`src/cpu_alu_pkg.sv`:
```
// Package for the 8-bit CPU ALU: operation codes and flag bit positions.
// No dependencies; imported by eight_bit_cpu_alu_with_flags.
`default_nettype none

package cpu_alu_pkg;

  // operation codes, code 31 is unused and leaves everything but the flags at zero
  typedef enum logic [4:0] {
    OP_ADD   = 5'd0,
    OP_ADC   = 5'd1,
    OP_SUB   = 5'd2,
    OP_SBC   = 5'd3,
    OP_AND   = 5'd4,
    OP_XOR   = 5'd5,
    OP_OR    = 5'd6,
    OP_CP    = 5'd7,
    OP_INC   = 5'd8,
    OP_DEC   = 5'd9,
    OP_CPL   = 5'd10,
    OP_DAA   = 5'd11,
    OP_RLC   = 5'd12,
    OP_RRC   = 5'd13,
    OP_RL    = 5'd14,
    OP_RR    = 5'd15,
    OP_SLA   = 5'd16,
    OP_SRA   = 5'd17,
    OP_SRL   = 5'd18,
    OP_SWAP  = 5'd19,
    OP_BIT   = 5'd20,
    OP_SET   = 5'd21,
    OP_RES   = 5'd22,
    OP_RLCA  = 5'd23,
    OP_RRCA  = 5'd24,
    OP_RLA   = 5'd25,
    OP_RRA   = 5'd26,
    OP_ADD16 = 5'd27,
    OP_ADDSP = 5'd28,
    OP_INC16 = 5'd29,
    OP_DEC16 = 5'd30
  } alu_op_e;

  // flag bit positions
  localparam int unsigned FLAG_Z = 3;
  localparam int unsigned FLAG_N = 2;
  localparam int unsigned FLAG_H = 1;
  localparam int unsigned FLAG_C = 0;

  typedef logic [3:0] flags_t;

endpackage

`default_nettype wire

```
`src/eight_bit_cpu_alu_with_flags.sv`:
```
// Result: a request accepted by the input register has its result taken with done_o from the result register.
// Throughput: one request per cycle; busy_o is never raised, results cannot be held off.
// Path: input register, one pass of adders and muxes, result register.
// Reset: rst_ni (asynchronous, active low) clears the valid and done bits only.
// Depends on cpu_alu_pkg.
`default_nettype none

module eight_bit_cpu_alu_with_flags (
  input  wire logic                 clk_i,
  input  wire logic                 rst_ni,
  input  wire logic                 start_i,
  output logic                      busy_o,
  input  wire logic [4:0]           op_i,
  input  wire logic [7:0]           acc_i,
  input  wire logic [7:0]           operand_i,
  input  wire logic [2:0]           bit_index_i,
  input  wire cpu_alu_pkg::flags_t  flags_in_i,
  input  wire logic [15:0]          wide_left_i,
  input  wire logic [15:0]          wide_right_i,
  input  wire logic signed [7:0]    offset_i,
  output logic                      done_o,
  output logic [7:0]                result_byte_o,
  output logic [15:0]               result_word_o,
  output cpu_alu_pkg::flags_t       flags_out_o
);
  import cpu_alu_pkg::*;

  logic        valid_q;
  logic [4:0]  op_q;
  logic [7:0]  acc_q;
  logic [7:0]  opnd_q;
  logic [2:0]  bidx_q;
  flags_t      flags_q;
  logic [15:0] wl_q;
  logic [15:0] wr_q;
  logic [7:0]  off_q;

  logic        done_q;
  logic [7:0]  rbyte_q, rbyte_d;
  logic [15:0] rword_q, rword_d;
  flags_t      fout_q, fout_d;

  // never stalls
  assign busy_o = 1'b0;

  // input stage
  always_ff @(posedge clk_i or negedge rst_ni) begin
    if (!rst_ni) begin
      valid_q <= 1'b0;
    end else begin
      valid_q <= start_i && !busy_o;
    end
  end

  always_ff @(posedge clk_i) begin
    if (start_i && !busy_o) begin
      op_q    <= op_i;
      acc_q   <= acc_i;
      opnd_q  <= operand_i;
      bidx_q  <= bit_index_i;
      flags_q <= flags_in_i;
      wl_q    <= wide_left_i;
      wr_q    <= wide_right_i;
      off_q   <= offset_i;
    end
  end

  // shared arithmetic
  logic       cin;
  logic [8:0] add9, sub9;
  logic [4:0] addn, subn;
  logic [7:0] daa_adj;
  logic       daa_cy;
  logic [7:0] src;
  logic [16:0] add17;
  logic [12:0] add13;
  logic [4:0]  sp_n;
  logic [8:0]  sp_b;
  logic [7:0]  bit_mask;

  always_comb begin
    cin  = ((op_q == OP_ADC) || (op_q == OP_SBC)) ? flags_q[FLAG_C] : 1'b0;
    add9 = {1'b0, acc_q} + {1'b0, opnd_q} + {8'd0, cin};
    addn = {1'b0, acc_q[3:0]} + {1'b0, opnd_q[3:0]} + {4'd0, cin};
    sub9 = {1'b0, acc_q} - {1'b0, opnd_q} - {8'd0, cin};
    subn = {1'b0, acc_q[3:0]} - {1'b0, opnd_q[3:0]} - {4'd0, cin};
    // decimal adjust correction
    daa_cy  = flags_q[FLAG_C];
    daa_adj = 8'h00;
    if (flags_q[FLAG_N]) begin
      if (flags_q[FLAG_H]) daa_adj = daa_adj + 8'h06;
      if (flags_q[FLAG_C]) daa_adj = daa_adj + 8'h60;
    end else begin
      if (flags_q[FLAG_C] || (acc_q > 8'h99)) begin
        daa_adj = daa_adj + 8'h60;
        daa_cy  = 1'b1;
      end
      if (flags_q[FLAG_H] || (acc_q[3:0] > 4'h9)) daa_adj = daa_adj + 8'h06;
    end
    src      = ((op_q == OP_RLCA) || (op_q == OP_RRCA) || (op_q == OP_RLA) ||
                (op_q == OP_RRA)) ? acc_q : opnd_q;
    add17    = {1'b0, wl_q} + {1'b0, wr_q};
    add13    = {1'b0, wl_q[11:0]} + {1'b0, wr_q[11:0]};
    sp_n     = {1'b0, wl_q[3:0]} + {1'b0, off_q[3:0]};
    sp_b     = {1'b0, wl_q[7:0]} + {1'b0, off_q};
    bit_mask = 8'd1 << bidx_q;
  end

  // operation select
  always_comb begin
    rbyte_d = 8'h00;
    rword_d = 16'h0000;
    fout_d  = flags_q;
    unique case (op_q)
      OP_ADD, OP_ADC: begin
        rbyte_d = add9[7:0];
        fout_d  = {add9[7:0] == 8'h00, 1'b0, addn[4], add9[8]};
      end
      OP_SUB, OP_SBC, OP_CP: begin
        rbyte_d = (op_q == OP_CP) ? acc_q : sub9[7:0];
        fout_d  = {sub9[7:0] == 8'h00, 1'b1, subn[4], sub9[8]};
      end
      OP_AND: begin
        rbyte_d = acc_q & opnd_q;
        fout_d  = {(acc_q & opnd_q) == 8'h00, 1'b0, 1'b1, 1'b0};
      end
      OP_XOR: begin
        rbyte_d = acc_q ^ opnd_q;
        fout_d  = {(acc_q ^ opnd_q) == 8'h00, 3'b000};
      end
      OP_OR: begin
        rbyte_d = acc_q | opnd_q;
        fout_d  = {(acc_q | opnd_q) == 8'h00, 3'b000};
      end
      OP_INC: begin
        rbyte_d = opnd_q + 8'd1;
        fout_d  = {opnd_q == 8'hFF, 1'b0, opnd_q[3:0] == 4'hF, flags_q[FLAG_C]};
      end
      OP_DEC: begin
        rbyte_d = opnd_q - 8'd1;
        fout_d  = {opnd_q == 8'h01, 1'b1, opnd_q[3:0] == 4'h0, flags_q[FLAG_C]};
      end
      OP_CPL: begin
        rbyte_d = ~acc_q;
        fout_d  = {flags_q[FLAG_Z], 1'b1, 1'b1, flags_q[FLAG_C]};
      end
      OP_DAA: begin
        rbyte_d = flags_q[FLAG_N] ? (acc_q - daa_adj) : (acc_q + daa_adj);
        fout_d  = {rbyte_d == 8'h00, flags_q[FLAG_N], 1'b0, daa_cy};
      end
      OP_RLC, OP_RLCA: begin
        rbyte_d = {src[6:0], src[7]};
        fout_d  = {(op_q == OP_RLC) && (src == 8'h00), 2'b00, src[7]};
      end
      OP_RRC, OP_RRCA: begin
        rbyte_d = {src[0], src[7:1]};
        fout_d  = {(op_q == OP_RRC) && (src == 8'h00), 2'b00, src[0]};
      end
      OP_RL, OP_RLA: begin
        rbyte_d = {src[6:0], flags_q[FLAG_C]};
        fout_d  = {(op_q == OP_RL) && (rbyte_d == 8'h00), 2'b00, src[7]};
      end
      OP_RR, OP_RRA: begin
        rbyte_d = {flags_q[FLAG_C], src[7:1]};
        fout_d  = {(op_q == OP_RR) && (rbyte_d == 8'h00), 2'b00, src[0]};
      end
      OP_SLA: begin
        rbyte_d = {src[6:0], 1'b0};
        fout_d  = {rbyte_d == 8'h00, 2'b00, src[7]};
      end
      OP_SRA: begin
        rbyte_d = {src[7], src[7:1]};
        fout_d  = {rbyte_d == 8'h00, 2'b00, src[0]};
      end
      OP_SRL: begin
        rbyte_d = {1'b0, src[7:1]};
        fout_d  = {rbyte_d == 8'h00, 2'b00, src[0]};
      end
      OP_SWAP: begin
        rbyte_d = {opnd_q[3:0], opnd_q[7:4]};
        fout_d  = {opnd_q == 8'h00, 3'b000};
      end
      OP_BIT: begin
        rbyte_d = opnd_q;
        fout_d  = {(opnd_q & bit_mask) == 8'h00, 1'b0, 1'b1, flags_q[FLAG_C]};
      end
      OP_SET: rbyte_d = opnd_q | bit_mask;
      OP_RES: rbyte_d = opnd_q & ~bit_mask;
      OP_ADD16: begin
        rword_d = add17[15:0];
        fout_d  = {flags_q[FLAG_Z], 1'b0, add13[12], add17[16]};
      end
      OP_ADDSP: begin
        rword_d = wl_q + {{8{off_q[7]}}, off_q};
        fout_d  = {2'b00, sp_n[4], sp_b[8]};
      end
      OP_INC16: rword_d = wl_q + 16'd1;
      OP_DEC16: rword_d = wl_q - 16'd1;
      default: begin
        rbyte_d = 8'h00;
      end
    endcase
  end

  // result stage
  always_ff @(posedge clk_i or negedge rst_ni) begin
    if (!rst_ni) begin
      done_q <= 1'b0;
    end else begin
      done_q <= valid_q;
    end
  end

  always_ff @(posedge clk_i) begin
    if (valid_q) begin
      rbyte_q <= rbyte_d;
      rword_q <= rword_d;
      fout_q  <= fout_d;
    end
  end

  assign done_o        = done_q;
  assign result_byte_o = rbyte_q;
  assign result_word_o = rword_q;
  assign flags_out_o   = fout_q;

`ifndef SYNTHESIS
  a_req_to_done: assert property (@(posedge clk_i) disable iff (!rst_ni)
    (start_i && !busy_o) |-> ##2 done_o)
    else $error("accepted request produced no result");

  a_no_spurious_done: assert property (@(posedge clk_i) disable iff (!rst_ni)
    done_o |-> $past(valid_q))
    else $error("result strobe without a request");

  a_byte_or_word: assert property (@(posedge clk_i) disable iff (!rst_ni)
    (done_o && (result_word_o != 16'h0000)) |-> (result_byte_o == 8'h00))
    else $error("byte and word results both nonzero");

  a_cp_keeps_acc: assert property (@(posedge clk_i) disable iff (!rst_ni)
    (valid_q && (op_q == OP_CP)) |-> (rbyte_d == acc_q && fout_d[FLAG_N]))
    else $error("compare altered the accumulator");
`endif

endmodule

`default_nettype wire
```
`config.mk`:
```
export PLATFORM = sky130hd
export DESIGN_NAME = eight_bit_cpu_alu_with_flags
export DESIGN_NICKNAME = d
export VERILOG_FILES = /design/src/cpu_alu_pkg.sv /design/src/eight_bit_cpu_alu_with_flags.sv
export SDC_FILE = /design/constraint.sdc
export NUM_CORES = 1
export LEC_CHECK = 0
export BUFFER_PORTS_ARGS = -buffer_cell sky130_fd_sc_hd__buf_4
export CORE_MARGIN = 2
export CORE_UTILIZATION = 45
export DETAILED_ROUTE_END_ITERATION = 6
export HOLD_SLACK_MARGIN = 0.08
export SYNTH_ARGS = -nofsm -noshare
export SYNTH_HDL_FRONTEND = slang
export SYNTH_SLANG_ARGS = --single-unit
```
`constraint.sdc`:
```
create_clock -name clk_i -period 6.8 [get_ports clk_i]
set_input_delay 0.68 -clock clk_i [delete_from_list [all_inputs] [get_ports clk_i]]
set_output_delay 0.68 -clock clk_i [all_outputs]
set_load 0.02 [all_outputs]
```
* Yosys cells after proc, flatten, opt, wreduce, memory -nomap -nowiden
Cells that the tools add are included.
** Operators by class
- $add $sub $neg :: 21
- $lt $le $gt $ge :: 2
- Eq/ne operators :: 33
- Shifts and indexed selects :: 1
- Mux-type cells :: 16
- Bitwise gates (word level) :: 8
- Reduce and logical (&&, ||, !) cells :: 32
** Operators with widths (count)
- $pmux W8 S20 :: 1
- $logic_not A8 Y1 :: 12
- $pmux W4 S20 :: 1
- $eq A5 B5 Y1 const B :: 15
- $mux W8 :: 8
- $pmux W16 S4 :: 1
- $eq A5 B4 Y1 const B :: 8
- $and A8 B8 Y8 :: 3
- $eq A5 B3 Y1 const B :: 4
- $add A8 B8 Y9 :: 2
- $add A16 B16 Y17 :: 1
- $add A16 B1 Y16 const B :: 1
- $add A16 B16 Y16 :: 1
- $not A8 Y8 :: 2
- $or A8 B8 Y8 :: 2
- $sub A16 B1 Y16 const B :: 1
- $logic_not A7 Y1 :: 2
- $add A12 B12 Y13 :: 1
- $add A4 B4 Y5 :: 2
- $eq A5 B2 Y1 const B :: 2
- $reduce_or A2 Y1 :: 5
- $add A9 B1 Y9 :: 1
- $sub A8 B8 Y9 :: 1
- $sub A9 B1 Y9 :: 1
- 25 further kinds :: 35
** Word-level totals
- Flip-flop bits (word level) :: 98

* Depth between registers and ports, before layout
- Depth after elaboration :: 11
- Depth in mapped cells :: 17
- Mapped depth without buffers :: 15

* Worst setup path after synthesis
Ideal clock, no wire load.
- Path type :: register to register
- Start :: register op_q[0]
- End :: register rword_q[15] (netlist: result_word_o[15]), data pin
- Library setup time :: 0.271 ns
- Arrival time :: 3.186 ns
- Data required time :: 6.529 ns
- Slack :: 3.343 ns
- Stages on the path, launching flop included :: 18
- Path buffers :: 3
- Clock period less this slack :: 3.457 ns
- Cell sequence :: edfxtp_1 buf_2 buf_2 nor2b_4 nor2_1 nor2_1 clkbuf_1 o21ai_0 ha_1 o21ai_0 a31oi_1 nor4_1 o21ai_1 o31ai_2 o2111ai_1 a21oi_1 xnor2_1 o22ai_1
** Between the ends
- Longest elaborated chain between the ends :: 2
- Elaborated cells between the ends (all ways) :: 5
** RTL lines
- from (decl) :: line eight_bit_cpu_alu_with_flags.sv:29 : logic [4:0] op_q;
- from (signal assigned) :: line eight_bit_cpu_alu_with_flags.sv:57 : op_q <= op_i;
- $eq A5 B5 Y1 :: line eight_bit_cpu_alu_with_flags.sv:114 : unique case (op_q)
- $pmux W16 S4 (*) :: line eight_bit_cpu_alu_with_flags.sv:114
- named net rword_d[15] :: line eight_bit_cpu_alu_with_flags.sv:40 : logic [15:0] rword_q, rword_d;
- to (signal assigned) :: line eight_bit_cpu_alu_with_flags.sv:217 : rword_q <= rword_d;
- to (decl) :: line eight_bit_cpu_alu_with_flags.sv:40
The timed path passes the listed nets; every way through them passes the cells marked *.
A chain may end at the register's enable or synchronous reset.

* Worst setup path after layout
- Start :: register op_q[1]
- End :: register rword_q[15] (netlist: result_word_o[15]), data pin
Same word-level chain as after synthesis.

==> impl_metrics.env <==
export IMPL_synth_cells_most_frequent="96 x edfxtp_1, 81 x ha_1, 61 x a21oi_1"
export IMPL_grt_first_pass_wirelength_um=40200
export IMPL_clock_skew_final_ps=11.9
export IMPL_grt_overflow_total=0
export IMPL_timing_critical_path_cells="nor2b_1, nor2_1, nor2_1, o21ai_0, ha_1, o21ai_0, a31oi_1, nor4_1, o21ai_1, o31ai_2, o2111ai_1, a21oi_1, xnor2_1, o22ai_1"
export IMPL_area_share_of_the_largest_cell_type_after_synthesis_pct=36.3
export IMPL_max_clock_path_buffers=2
export IMPL_placeableCoreArea_um2=17300
export IMPL_synth_sequential_area_ratio_pct=36.9
export IMPL_power_per_cell_area_nw_per_um2=228
export IMPL_timing_critical_path_slowest_stage_cell="edfxtp_1"
export IMPL_clkTransAtPathRegs_ps=80
export IMPL_worstSetupPathType="flip-flop to flip-flop"
export IMPL_die_area_um2=18700
export IMPL_peakVddDrop_mv=0.171
export IMPL_finalCritPeriodShare_pct=68.5
export IMPL_maxCapViolations=0
export IMPL_finalWeightedCongestion=0.974
export IMPL_nNetsFinal=1078
export IMPL_asyncSetResetFlopFracSynth_pct=2.04
export IMPL_finalCriticalPeriod_ps=4660
export IMPL_dp_hpwl_um=20100
export IMPL_postSynthCellCount=837
export IMPL_crit_arrival_ps=4750
export IMPL_ratio_of_cells_with_drive_above_1_in_the_final_layout_pct=15.0
export IMPL_totalWireLength_um=26300
export IMPL_final_max_slew_violation_count=0
export IMPL_synth_edff_count=96
export IMPL_placed_cells_incl_taps=1134
export IMPL_worst_slack_ps=2140
export IMPL_timing_setup_tns_ps=0
export IMPL_crit_fanout=18
export IMPL_cts_htree_levels=3
export IMPL_ctsRootBufferMaster="clkbuf_16"
export IMPL_n_antenna_cell=0
export IMPL_route_top_layer_used="met4"
export IMPL_fmax_ghz=0.215
export IMPL_critical_path_required_ps=6890
export IMPL_endpoint_kind="flip-flop"
export IMPL_post_syn_nets=995
export IMPL_start_util_pct=46.0
export IMPL_synth_seq_cells=98
export IMPL_grt_start_max_net_pins=70
export IMPL_worst_max_slew_pin_slew_ps=1070
export IMPL_p_leak_nw=3.73
export IMPL_post_drt_via_cell_ratio=6.20
export IMPL_post_synth_num_cell_types=79
export IMPL_global_route_usage_total_pct=28.7
export IMPL_yosysTopAreaCell="edfxtp_1"
export IMPL_clock_sink_count=98
export IMPL_portBuffers=99
export IMPL_drt_pass1_iter_count=6
export IMPL_worst_skew_pair_late_latency_ps=360
export IMPL_cts_hold_fix_bufs=0
export IMPL_grt_pass1_vias=6928
export IMPL_die_height_um=137
export IMPL_avgSynthCellArea_um2=9.50
export IMPL_flow_area_growth_from_synthesis_pct=15.4
export IMPL_yosys_cell_count_top_type="edfxtp_1"
export IMPL_final_instance_count_excl_fill=1150
export IMPL_cts_repair_resized=0
export IMPL_place_ws_ps=2270
export IMPL_io_pins=101
export IMPL_die_width_um=137
export IMPL_antenna_violations_before_repair=0
export IMPL_rsz0062_at_grt="no"
export IMPL_yosysWarnings=0
export IMPL_drt_wirelength_per_cell_um=22.9
export IMPL_setup_viol=0
export IMPL_vias=7131
export IMPL_rows=48
export IMPL_status="complete, no violations"
export IMPL_wl_met1_um=12400
export IMPL_cp_start_kind="flip-flop"
export IMPL_met2RoutedLength_um=11200
export IMPL_drc=0
export IMPL_post_synth_instance_area_um2=7950
export IMPL_cts_inserted_buffers=9
export IMPL_dr_wl_met3_um=2190
export IMPL_hold_path_class="input port to asynchronous set/reset pin"
export IMPL_critPathMaxStageDelay_ps=780
export IMPL_synth_top_cells_by_area="edfxtp_1 36%, ha_1 13%, xnor2_1 3.9%"
export IMPL_ant_nets=0
export IMPL_first_iter_violations=850
export IMPL_clock_tree_from_tritoncts="done"
export IMPL_slew_headroom_pct=28.4
export IMPL_postCtsSetupBuffers=0
export IMPL_finalHoldViolCount=0
export IMPL_synth_top_flop_cell="edfxtp_1"
==> critical path, delay by kind of cell (launching register included) <==
family | cells | cell delay [ps]
compound gates | 8 | 1500
xor+xnor | 1 | 140
flops | 1 | 780
simple gates | 4 | 1580
fa+ha+maj | 1 | 370
==> cells by family after synthesis <==
family / share of synthesized area [%]
muxes: 1.45
and+or+nand+nor: 15.2
other: 0.0472
adders and majority gates: 14.3
buffers and inverters: 4.41
xor gates and xnor gates: 5.95
DFF: 36.9
AOI/OAI and AO/OA: 21.8
==> metrics by stage <==
stage | util, % | instance area (um2) | power [mW] | hold WS [ps]
3_3_place_gp | 51.2 | 8850 | 1.51 | 461
4_1_cts | 53.0 | 9170 | 2.09 | 90.8
6_report | 53.0 | 9170 | 2.09 | 94.0
2_1_floorplan | - | 7950 | 1.28 | 384
5_1_grt | 53.0 | 9170 | 2.19 | 88.7
3_5_place_dp | 51.2 | 8850 | 1.52 | 463
==> per-layer routing <==
metal	GRT usage, %	vias to the layer above
met5	0	-
met4	6.76	0
met3	5.63	39
met2	42.4	341
met1	43.4	3438
li1	-	3313
==> state kept, by name (all words and copies together) (netlist names) <==
register,flops
acc_q,8
bidx_q,3
done_o,1
flags_out_o,4
flags_q,4
off_q,8
op_q,5
opnd_q,8
result_byte_o,8
result_word_o,16
valid_q,1
wl_q,16
wr_q,16
==> area by class of cell <==
class,instances,area (um2)
repair buffers,104,781
well taps,225,282
clock inverters,7,95.1
clock buffers,9,225
flip-flops and latches,98,2930
inverters,51,191
fillers,1583,8120
multi-input cells,656,4670
==> report_power, final <==
group / internal [mW] / total (mW) / switching, mW
Combinational: 0.299 / 0.728 / 0.429
Clock: 0.297 / 0.561 / 0.264
Sequential: 0.732 / 0.801 / 0.0695
Total: 1.33 / 2.09 / 0.762
==> worst paths after layout <==
kind | from | slack (ps) | end | cells past startpoint
hold reg to reg | flags_q[1]$_DFFE_PP_ | 640 | flags_out_o[1]$_DFFE_PP_ | 1
setup reg to reg | op_q[1]$_DFFE_PP_ | 2140 | result_word_o[15]$_DFFE_PP_ | 14
hold / removal | rst_ni | 90 | done_o$_DFF_PN0_ | 1
min in group clk_i | acc_i[2] | 490 | acc_q[2]$_DFFE_PP_ | 1
setup / recovery | op_q[1]$_DFFE_PP_ | 2140 | result_word_o[15]$_DFFE_PP_ | 14
max in group asynchronous | rst_ni | 6620 | valid_q$_DFF_PN0_ | 1
==> placed cells by master, fill, tap and decap left out, types with 7 or more instances in the layout <==
cell / Yosys / routed
a22oi_1: 7 / 7
o211ai_1: 10 / 10
and3_1: 11 / 11
nor2_1: 55 / 55
o22ai_1: 26 / 26
a21oi_1: 61 / 61
inv_1: 48 / 48
edfxtp_1: 96 / 96
o21ai_0: 60 / 60
ha_1: 81 / 81
o21a_1: 7 / 7
clkbuf_16: 0 / 9
nand2b_1: 14 / 14
o21ai_1: 13 / 13
buf_4: 4 / 104
nor4_1: 15 / 15
nand3_1: 21 / 21
o21bai_1: 9 / 9
a21o_1: 14 / 14
mux2i_1: 9 / 9
nand4_1: 12 / 12
nor2b_1: 9 / 9
nand2_1: 59 / 59
xor2_1: 19 / 19
xnor2_1: 35 / 35
nor3_1: 12 / 12
Power figures use the tool's default switching activity.
